`config.mk`:
```
export PLATFORM = sky130hd
export DESIGN_NAME = gcd_lcm_unit_core_flat
export DESIGN_NICKNAME = d
export VERILOG_FILES = /design/src/glu_pkg.sv /design/src/glu_if.sv /design/src/glu_datapath.sv /design/src/gcd_lcm_unit_core.sv /design/src/flat_wrapper.sv
export SDC_FILE = /design/constraint.sdc
export NUM_CORES = 2
export LEC_CHECK = 0
export BUFFER_PORTS_ARGS = -buffer_cell sky130_fd_sc_hd__buf_4
export CAP_MARGIN = 10
export CORE_ASPECT_RATIO = 0.6
export CORE_UTILIZATION = 52
export CTS_CLUSTER_SIZE = 25
export DETAILED_ROUTE_END_ITERATION = 8
export PLACE_DENSITY_LB_ADDON = 0.3
export SYNTH_ARGS = -nofsm -noshare
export SYNTH_HDL_FRONTEND = slang
export SYNTH_HIERARCHICAL = 1
export SYNTH_SLANG_ARGS = --single-unit
```
`constraint.sdc`:
```
create_clock -name clk_i -period 15.8 [get_ports clk_i]
set_clock_uncertainty 0.1 [all_clocks]
set_input_delay 3.16 -clock clk_i [delete_from_list [all_inputs] [get_ports clk_i]]
set_output_delay 3.16 -clock clk_i [all_outputs]
set_load 0.005 [all_outputs]
```
`src/glu_pkg.sv`:
```
// ----------------------------------------------------------------------------
// glu_pkg: shared types and constants for the GCD / LCM unit
// Field widths, micro-op and jump-condition codes, the control word layout
// and the microcode program itself.
// ----------------------------------------------------------------------------
package glu_pkg;

  // Channel field widths
  localparam int unsigned OP_W    = 1;
  localparam int unsigned FIELD_W = 32;
  localparam int unsigned RES_W   = 64;

  // Step counter width and program addresses
  localparam int unsigned PC_W = 3;

  localparam logic [PC_W-1:0] ADDR_IDLE = 3'd0;
  localparam logic [PC_W-1:0] ADDR_GCD  = 3'd1;
  localparam logic [PC_W-1:0] ADDR_GFIN = 3'd2;
  localparam logic [PC_W-1:0] ADDR_DIV  = 3'd3;
  localparam logic [PC_W-1:0] ADDR_MUL  = 3'd4;
  localparam logic [PC_W-1:0] ADDR_OUT  = 3'd7;

  // Selector code on the input channel
  localparam logic OP_GCD = 1'b0;

  // Datapath micro-operations
  typedef enum logic [2:0] {
    UOP_NOP  = 3'd0,
    UOP_LOAD = 3'd1,
    UOP_GCD  = 3'd2,
    UOP_GFIN = 3'd3,
    UOP_DIV  = 3'd4,
    UOP_MUL  = 3'd5,
    UOP_OUT  = 3'd6
  } uop_e;

  // Jump conditions: jump to target when true, else fall to the next step
  typedef enum logic [2:0] {
    COND_ALWAYS   = 3'd0,
    COND_NO_IN    = 3'd1,
    COND_GCD_BUSY = 3'd2,
    COND_NO_LCM   = 3'd3,
    COND_DIV_MORE = 3'd4,
    COND_OUT_BUSY = 3'd5
  } cond_e;

  typedef struct packed {
    uop_e            uop;
    cond_e           cond;
    logic [PC_W-1:0] target;
  } ucode_t;

  // Sequencer to datapath
  typedef struct packed {
    uop_e uop;
    logic load;
  } glu_ctrl_t;

  // Datapath to sequencer
  typedef struct packed {
    logic gcd_busy;
    logic no_lcm;
    logic div_more;
  } glu_stat_t;

  // Microcode ROM. The output step sits at the top address so that its
  // fall-through wraps back to idle.
  function automatic ucode_t ucode_rom(input logic [PC_W-1:0] pc);
    ucode_t w;
    case (pc)
      ADDR_IDLE: w = '{UOP_LOAD, COND_NO_IN,    ADDR_IDLE};
      ADDR_GCD:  w = '{UOP_GCD,  COND_GCD_BUSY, ADDR_GCD};
      ADDR_GFIN: w = '{UOP_GFIN, COND_NO_LCM,   ADDR_OUT};
      ADDR_DIV:  w = '{UOP_DIV,  COND_DIV_MORE, ADDR_DIV};
      ADDR_MUL:  w = '{UOP_MUL,  COND_ALWAYS,   ADDR_OUT};
      ADDR_OUT:  w = '{UOP_OUT,  COND_OUT_BUSY, ADDR_OUT};
      default:   w = '{UOP_NOP,  COND_ALWAYS,   ADDR_IDLE};
    endcase
    return w;
  endfunction

endpackage

```
`src/glu_if.sv`:
```
// ----------------------------------------------------------------------------
// glu_if: valid/ready channels of the GCD / LCM unit
// Operand channel and result channel, each with a source and a sink side.
// ----------------------------------------------------------------------------
interface glu_in_if
  import glu_pkg::*;
();
  logic               valid;
  logic               ready;
  logic [OP_W-1:0]    op;
  logic [FIELD_W-1:0] first_operand;
  logic [FIELD_W-1:0] second_operand;

  modport source (output valid, output op, output first_operand,
                  output second_operand, input ready);
  modport sink   (input valid, input op, input first_operand,
                  input second_operand, output ready);
endinterface

interface glu_out_if
  import glu_pkg::*;
();
  logic             valid;
  logic             ready;
  logic [RES_W-1:0] result_value;

  modport source (output valid, output result_value, input ready);
  modport sink   (input valid, input result_value, output ready);
endinterface

```
`src/glu_datapath.sv`:
```
// ----------------------------------------------------------------------------
// glu_datapath: operand registers, binary GCD reducer, divider, multiplier
// Each micro-op from the sequencer updates the working registers for one
// step; flags go back for the conditional jumps.
// ----------------------------------------------------------------------------
module glu_datapath
  import glu_pkg::*;
#(
  parameter int unsigned W = 32
) (
  input  logic               clk_i,
  input  glu_ctrl_t          ctrl_i,
  input  logic [OP_W-1:0]    op_i,
  input  logic [FIELD_W-1:0] first_operand_i,
  input  logic [FIELD_W-1:0] second_operand_i,
  output glu_stat_t          stat_o,
  output logic [RES_W-1:0]   res_o
);

  localparam int unsigned K_W = $clog2(W);

  logic             op_q,   op_d;
  logic [W-1:0]     a_q,    a_d;
  logic [W-1:0]     b_q,    b_d;
  logic [W-1:0]     x_q,    x_d;
  logic [W-1:0]     y_q,    y_d;
  logic [K_W-1:0]   k_q,    k_d;
  logic [W-1:0]     g_q,    g_d;
  logic [W-1:0]     rem_q,  rem_d;
  logic [W-1:0]     quot_q, quot_d;
  logic [K_W-1:0]   cnt_q,  cnt_d;
  logic [RES_W-1:0] res_q,  res_d;

  logic             gcd_busy;
  logic [W-1:0]     g_full;
  logic [W:0]       rem_sh;
  logic [2*W-1:0]   prod;

  assign gcd_busy = (x_q != '0) && (y_q != '0);
  // one of x, y is zero when the reducer stops
  assign g_full   = (x_q | y_q) << k_q;
  assign rem_sh   = {rem_q, quot_q[W-1]};
  assign prod     = (2*W)'(quot_q) * (2*W)'(b_q);

  assign stat_o.gcd_busy = gcd_busy;
  assign stat_o.no_lcm   = (op_q == OP_GCD) || (a_q == '0) || (b_q == '0);
  assign stat_o.div_more = (cnt_q != '0);
  assign res_o           = res_q;

  // Next-state logic per micro-op
  always_comb begin
    op_d   = op_q;
    a_d    = a_q;
    b_d    = b_q;
    x_d    = x_q;
    y_d    = y_q;
    k_d    = k_q;
    g_d    = g_q;
    rem_d  = rem_q;
    quot_d = quot_q;
    cnt_d  = cnt_q;
    res_d  = res_q;
    case (ctrl_i.uop)
      UOP_LOAD: begin
        if (ctrl_i.load) begin
          op_d = op_i[0];
          a_d  = first_operand_i[W-1:0];
          b_d  = second_operand_i[W-1:0];
          x_d  = first_operand_i[W-1:0];
          y_d  = second_operand_i[W-1:0];
          k_d  = '0;
        end
      end
      // binary GCD: strip a common factor of two, halve an even side,
      // or halve the difference of two odd values
      UOP_GCD: begin
        if (gcd_busy) begin
          if (!x_q[0] && !y_q[0]) begin
            x_d = x_q >> 1;
            y_d = y_q >> 1;
            k_d = k_q + K_W'(1);
          end else if (!x_q[0]) begin
            x_d = x_q >> 1;
          end else if (!y_q[0]) begin
            y_d = y_q >> 1;
          end else if (x_q >= y_q) begin
            x_d = (x_q - y_q) >> 1;
          end else begin
            y_d = (y_q - x_q) >> 1;
          end
        end
      end
      // restore the common power of two, set up the divide a / g
      UOP_GFIN: begin
        g_d    = g_full;
        rem_d  = '0;
        quot_d = a_q;
        cnt_d  = K_W'(W - 1);
        res_d  = (op_q == OP_GCD) ? RES_W'(g_full) : '0;
      end
      // restoring divide, one quotient bit per step
      UOP_DIV: begin
        if (rem_sh >= {1'b0, g_q}) begin
          rem_d  = W'(rem_sh - {1'b0, g_q});
          quot_d = {quot_q[W-2:0], 1'b1};
        end else begin
          rem_d  = rem_sh[W-1:0];
          quot_d = {quot_q[W-2:0], 1'b0};
        end
        cnt_d = cnt_q - K_W'(1);
      end
      UOP_MUL: begin
        res_d = RES_W'(prod);
      end
      default: begin
      end
    endcase
  end

  // Working registers
  always_ff @(posedge clk_i) begin
    op_q   <= op_d;
    a_q    <= a_d;
    b_q    <= b_d;
    x_q    <= x_d;
    y_q    <= y_d;
    k_q    <= k_d;
    g_q    <= g_d;
    rem_q  <= rem_d;
    quot_q <= quot_d;
    cnt_q  <= cnt_d;
    res_q  <= res_d;
  end

endmodule

```
`src/gcd_lcm_unit_core.sv`:
```
// ----------------------------------------------------------------------------
// gcd_lcm_unit_core: microcoded GCD / LCM unit
// Path from operand beat to result in the output register: GCD runs the
// binary reduction loop, and LCM adds W divide steps and one multiply after
// it; W = OPERAND_WIDTH.
// One item at a time: the next operand beat is taken once the result has
// moved to the output register, which holds it until the sink takes it.
// Reset clears the step counter and the output valid flag; no clearing pass.
// ----------------------------------------------------------------------------
module gcd_lcm_unit_core
  import glu_pkg::*;
#(
  parameter int unsigned OPERAND_WIDTH = 32
) (
  input  logic      clk_i,
  input  logic      rst_ni,
  glu_in_if.sink    in_i,
  glu_out_if.source out_o
);

  logic [PC_W-1:0]  pc_q, pc_d;
  logic             out_valid_q, out_valid_d;
  logic [RES_W-1:0] out_data_q;

  ucode_t           uword;
  glu_ctrl_t        ctrl;
  glu_stat_t        stat;
  logic [RES_W-1:0] dp_res;
  logic             in_fire;
  logic             out_busy;
  logic             out_load;
  logic             jump;

  assign uword    = ucode_rom(pc_q);
  assign in_i.ready = (pc_q == ADDR_IDLE);
  assign in_fire  = in_i.valid && in_i.ready;
  assign out_busy = out_valid_q && !out_o.ready;
  assign out_load = (uword.uop == UOP_OUT) && !out_busy;

  assign ctrl.uop  = uword.uop;
  assign ctrl.load = in_fire;

  // Datapath
  glu_datapath #(
    .W (OPERAND_WIDTH)
  ) u_datapath (
    .clk_i            (clk_i),
    .ctrl_i           (ctrl),
    .op_i             (in_i.op),
    .first_operand_i  (in_i.first_operand),
    .second_operand_i (in_i.second_operand),
    .stat_o           (stat),
    .res_o            (dp_res)
  );

  // Jump condition select
  always_comb begin
    case (uword.cond)
      COND_ALWAYS:   jump = 1'b1;
      COND_NO_IN:    jump = !in_fire;
      COND_GCD_BUSY: jump = stat.gcd_busy;
      COND_NO_LCM:   jump = stat.no_lcm;
      COND_DIV_MORE: jump = stat.div_more;
      COND_OUT_BUSY: jump = out_busy;
      default:       jump = 1'b0;
    endcase
  end

  // Step counter: jump or fall through (top step wraps to idle)
  assign pc_d = jump ? uword.target : pc_q + PC_W'(1);

  // Output register
  always_comb begin
    out_valid_d = out_valid_q;
    if (out_load) begin
      out_valid_d = 1'b1;
    end else if (out_o.ready) begin
      out_valid_d = 1'b0;
    end
  end

  always_ff @(posedge clk_i or negedge rst_ni) begin
    if (!rst_ni) begin
      pc_q        <= ADDR_IDLE;
      out_valid_q <= 1'b0;
    end else begin
      pc_q        <= pc_d;
      out_valid_q <= out_valid_d;
    end
  end

  always_ff @(posedge clk_i) begin
    if (out_load) begin
      out_data_q <= dp_res;
    end
  end

  assign out_o.valid        = out_valid_q;
  assign out_o.result_value = out_data_q;

`ifndef SYNTHESIS
  // an accepted operand beat always starts the reduction loop
  a_accept_to_gcd : assert property (@(posedge clk_i) disable iff (!rst_ni)
    in_fire |=> pc_q == ADDR_GCD)
    else $error("operand beat did not start GCD loop");

  // result handover fills the output register and frees the input side
  a_out_handover : assert property (@(posedge clk_i) disable iff (!rst_ni)
    out_load |=> out_valid_q && pc_q == ADDR_IDLE)
    else $error("result handover lost");

  // the sequencer never lands on an unprogrammed step
  a_pc_legal : assert property (@(posedge clk_i) disable iff (!rst_ni)
    pc_q == ADDR_IDLE || pc_q == ADDR_GCD || pc_q == ADDR_GFIN ||
    pc_q == ADDR_DIV || pc_q == ADDR_MUL || pc_q == ADDR_OUT)
    else $error("step counter on unused address");

  // a waiting result is never overwritten
  a_no_overwrite : assert property (@(posedge clk_i) disable iff (!rst_ni)
    out_busy |-> !out_load)
    else $error("output register overwritten while stalled");
`endif

endmodule
```
`src/flat_wrapper.sv`:
```
// flat-port wrapper written by rule: the top's interface ports become plain ports
module gcd_lcm_unit_core_flat import glu_pkg::*;
#(
  parameter int unsigned OPERAND_WIDTH = 32
)
  (clk_i, rst_ni, in_i_valid, in_i_op, in_i_first_operand, in_i_second_operand, in_i_ready, out_o_valid, out_o_result_value, out_o_ready);
  glu_in_if in_i_i ();
  glu_out_if out_o_i ();
  input  logic clk_i;
  input  logic rst_ni;
  input wire logic [$bits(in_i_i.valid)-1:0] in_i_valid;
  input wire logic [$bits(in_i_i.op)-1:0] in_i_op;
  input wire logic [$bits(in_i_i.first_operand)-1:0] in_i_first_operand;
  input wire logic [$bits(in_i_i.second_operand)-1:0] in_i_second_operand;
  output wire logic [$bits(in_i_i.ready)-1:0] in_i_ready;
  output wire logic [$bits(out_o_i.valid)-1:0] out_o_valid;
  output wire logic [$bits(out_o_i.result_value)-1:0] out_o_result_value;
  input wire logic [$bits(out_o_i.ready)-1:0] out_o_ready;
  assign in_i_i.valid = in_i_valid;
  assign in_i_i.op = in_i_op;
  assign in_i_i.first_operand = in_i_first_operand;
  assign in_i_i.second_operand = in_i_second_operand;
  assign in_i_ready = in_i_i.ready;
  assign out_o_valid = out_o_i.valid;
  assign out_o_result_value = out_o_i.result_value;
  assign out_o_i.ready = out_o_ready;
  gcd_lcm_unit_core #(.OPERAND_WIDTH(OPERAND_WIDTH)) u_core (.clk_i(clk_i), .rst_ni(rst_ni), .in_i(in_i_i), .out_o(out_o_i));
endmodule
```
==> reports/metrics.cfg <==
[timing]
fin_crit_ns=9.49
tightestPinTransition_ns=1.29
slew_headroom_pct=14.2
final-hold-violation-count=0
period_share_pct=60.0
rsz0062_at_grt=false
finalSetupViolations=0
fmax_mhz=105
slew_viol_final=0
fin_tns_setup_ns=0

[synth]
synth_compound_area_share_pct=8.73
syn_area_per_cell_um2=9.38
postSynth.asyncResetShare_pct=1.09
syn_nets=7314
synth_edf_count=363
synth.top_cell.area_share_pct=32.3
synth_top_area_cell=fa_1
ys_seq_area_share_pct=19.7
synth_fa_ha_area_share_pct=41.2
synth_area_leaders=fa_1 32%, edfxtp_1 20%, ha_1 9.0%, and2_1 6.9%, inv_1 6.9%
yosysWarnings=6
synth_cell_type_count=89
synth-main-ff-cell=edfxtp_1
synth-seq-cells=367
synthMuxAreaShare_pct=1.63
synth-xor-area-share_pct=1.92
syn_area_um2=55800
synth_top_family_by_area=adder cells
synthSimpleGateAreaFrac_pct=17.5
synthesis.instances=5947

[route]
final_antenna_net_count=0
detail_route.first_pass.iterations=8
route.detailed.drc=0
drt_iter0_drc=5162
drt-total-wl_um=181000
via_count=43500
vias_per_cell=5.95
routedWlPerCell_um=24.8

[worst_setup_path]
worstSetupEndpointType=register
crit_family=adder cells
crit_buf_inv=2
r2r_start=u_core/u_datapath/quot_q[15]
cp_slowest_cell=edfxtp_1
rr_worst_depth=20
startpoint=u_core/u_datapath/quot_q[15]
critPathMaxStageDelay_ns=1.20
crit_end=u_core/u_datapath/res_o[59]
crit_path_cell_trace=and2_1 > fa_1 > fa_1 > inv_1 > fa_1 > fa_1 > inv_1 > fa_1 > fa_1 > fa_1 > fa_1 > ha_1 > a21oi_1 > o21ai_0 > o21ai_0 > a31oi_1 > o2111ai_1 > a21boi_0 > o21ai_0 > nor3b_1
start_kind=register
critPathKind=register to register
rrSetupSlack_ns=6.31
crit_path_frequent_cell=fa_1
cp_max_fo=25
arrival_ns=9.68
r2r-end=u_core/u_datapath/res_o[59]
cp_data_required_time_ns=15.99
path_depth=20

[cts]
cts_max_level=2
clock-sinks=367
cts_root_buffer=clkbuf_16
cts_tree=built
cts_buffer_depth=3
cts_inserted_buffers=36
post-cts-setup-buffer-count=0
cts_hold_repair.buffers=0
path_clk_slew_ns=0.10
cts_resized=0
clkLatencyLatePin_ns=0.59

[floorplanning]
io_pins=135
die_y_um=256
start_util_pct=52.8
die-area_um2=109000
die_x_um=425
rows=92
design.core.area_um2=106000

[cells_and_area]
fillers=9445
layout.nets=7238
multi_input_area_um2=39600
area_growth_pct=6.12
fin_area_um2=59200
regArea_um2=11000
drive_gt1_share_pct=6.29

[job]
drv_cap=0

[worst_hold_path]
min_from=u_core/u_datapath/res_o[12]
hp-class=register to register

[placement]
numPortBuffers=134
post-dp-hpwl_um=140000
place_congestion=0.997
dpl_cell_area_um2=57900

[grt]
grt_pass1_wl_um=273000
grt_pass1_vias=43000
grt-ovfl-total=0
grt_usage_pct=33.5
grt_max_degree=79
antenna_found_initial=1

[run_status]
status=completed

## cell families after synthesis
family          count (synthesis)
compound gates                767
xor+xnor                      122
fa+ha+maj                    1298
buf+inv                      1357
flops                         367
mux                            74
simple gates                 1962
## synth_stat cells (all sizes together), types with 7 or more instances
cell    instances
clkbuf        300
o21a           20
a21oi         277
a21o           70
nor4           56
inv          1019
nand3          53
xor2           25
and2          611
nor2          238
fa            899
and3           29
o211ai         16
nor3b          11
a211oi         23
xnor2          97
edfxtp        363
o31ai          20
o21ai         154
nand4          51
o21bai         38
o22ai          24
or3            15
or2            15
ha            399
a21boi          8
mux2i          40
buf            38
mux2           23
nand2b         23
a31oi          19
mux4           11
nor3           64
nor2b          31
nand2         745
o311ai          7
a221oi         28
## routing by layer
metal	track usage (%)	wire [µm]	up-vias	part of all wire, %
met3	11.0	25500	243	14
met4	6.56	4060	0	2.2
li1	-	-	18700	-
met1	53.1	81600	22000	45
met5	0	0	-	0
met2	43.9	69800	2574	39
## through the flow
stage	hold WS (ns)	std cells	setup WS, ns	utilization, %
CTS	0.319	7309	6.68	56.0
finish	0.312	7312	6.31	56.0
global placement	0.303	7243	6.79	54.8
global route	0.324	7309	5.98	56.0
detailed placement	0.305	7243	6.68	54.8
floorplan	0.300	5947	5.79	-
## state kept, by name, indices dropped and copies added (netlist names)
name                       cells
u_core/out_o.result_value     64
u_core/out_o.valid             1
u_core/pc_q                    3
u_core/u_datapath/a_q         32
u_core/u_datapath/b_q         32
u_core/u_datapath/cnt_q        5
u_core/u_datapath/g_q         32
u_core/u_datapath/k_q          5
u_core/u_datapath/op_q         1
u_core/u_datapath/quot_q      32
u_core/u_datapath/rem_q       32
u_core/u_datapath/res_o       64
u_core/u_datapath/x_q         32
u_core/u_datapath/y_q         32
## worst min path at each step
| stage | endpoint | cells past startpoint |
|---|---|---|
| after floorplan | u_core/out_o.result_value[0] | 0 |
| after global placement | u_core/out_o.result_value[22] | 0 |
| after detailed placement | u_core/out_o.result_value[19] | 0 |
| after CTS | u_core/out_o.result_value[6] | 0 |
| after global routing | u_core/out_o.result_value[19] | 0 |
| final | u_core/out_o.result_value[12] | 0 |
## placed cells by master, fill, tap and decap left out, drive strengths merged, types with 53 or more instances in the layout
master | Yosys | final
nand2 | 745 | 745
inv | 1019 | 1030
fa | 899 | 899
ha | 399 | 399
o21ai | 154 | 154
edfxtp | 363 | 363
a21oi | 277 | 277
and2 | 611 | 611
xnor2 | 97 | 97
nor2 | 238 | 238
buf | 38 | 224
nand3 | 53 | 53
nor4 | 56 | 56
nor3 | 64 | 64
a21o | 70 | 70
## final cells by class
cell class	instances	share of cell area (%)
Multi-Input combinational cell	4223	67.0
Sequential cell	367	18.6
Inverter	1019	6.46
Tap cell	1410	2.98
Timing Repair Buffer	224	2.84
Clock buffer	39	1.58
Clock inverter	27	0.527
Antenna cell	3	0.0127
Power is not shown: default switching activity piles up to over one toggle a cycle in this logic, so the estimate is an artifact.
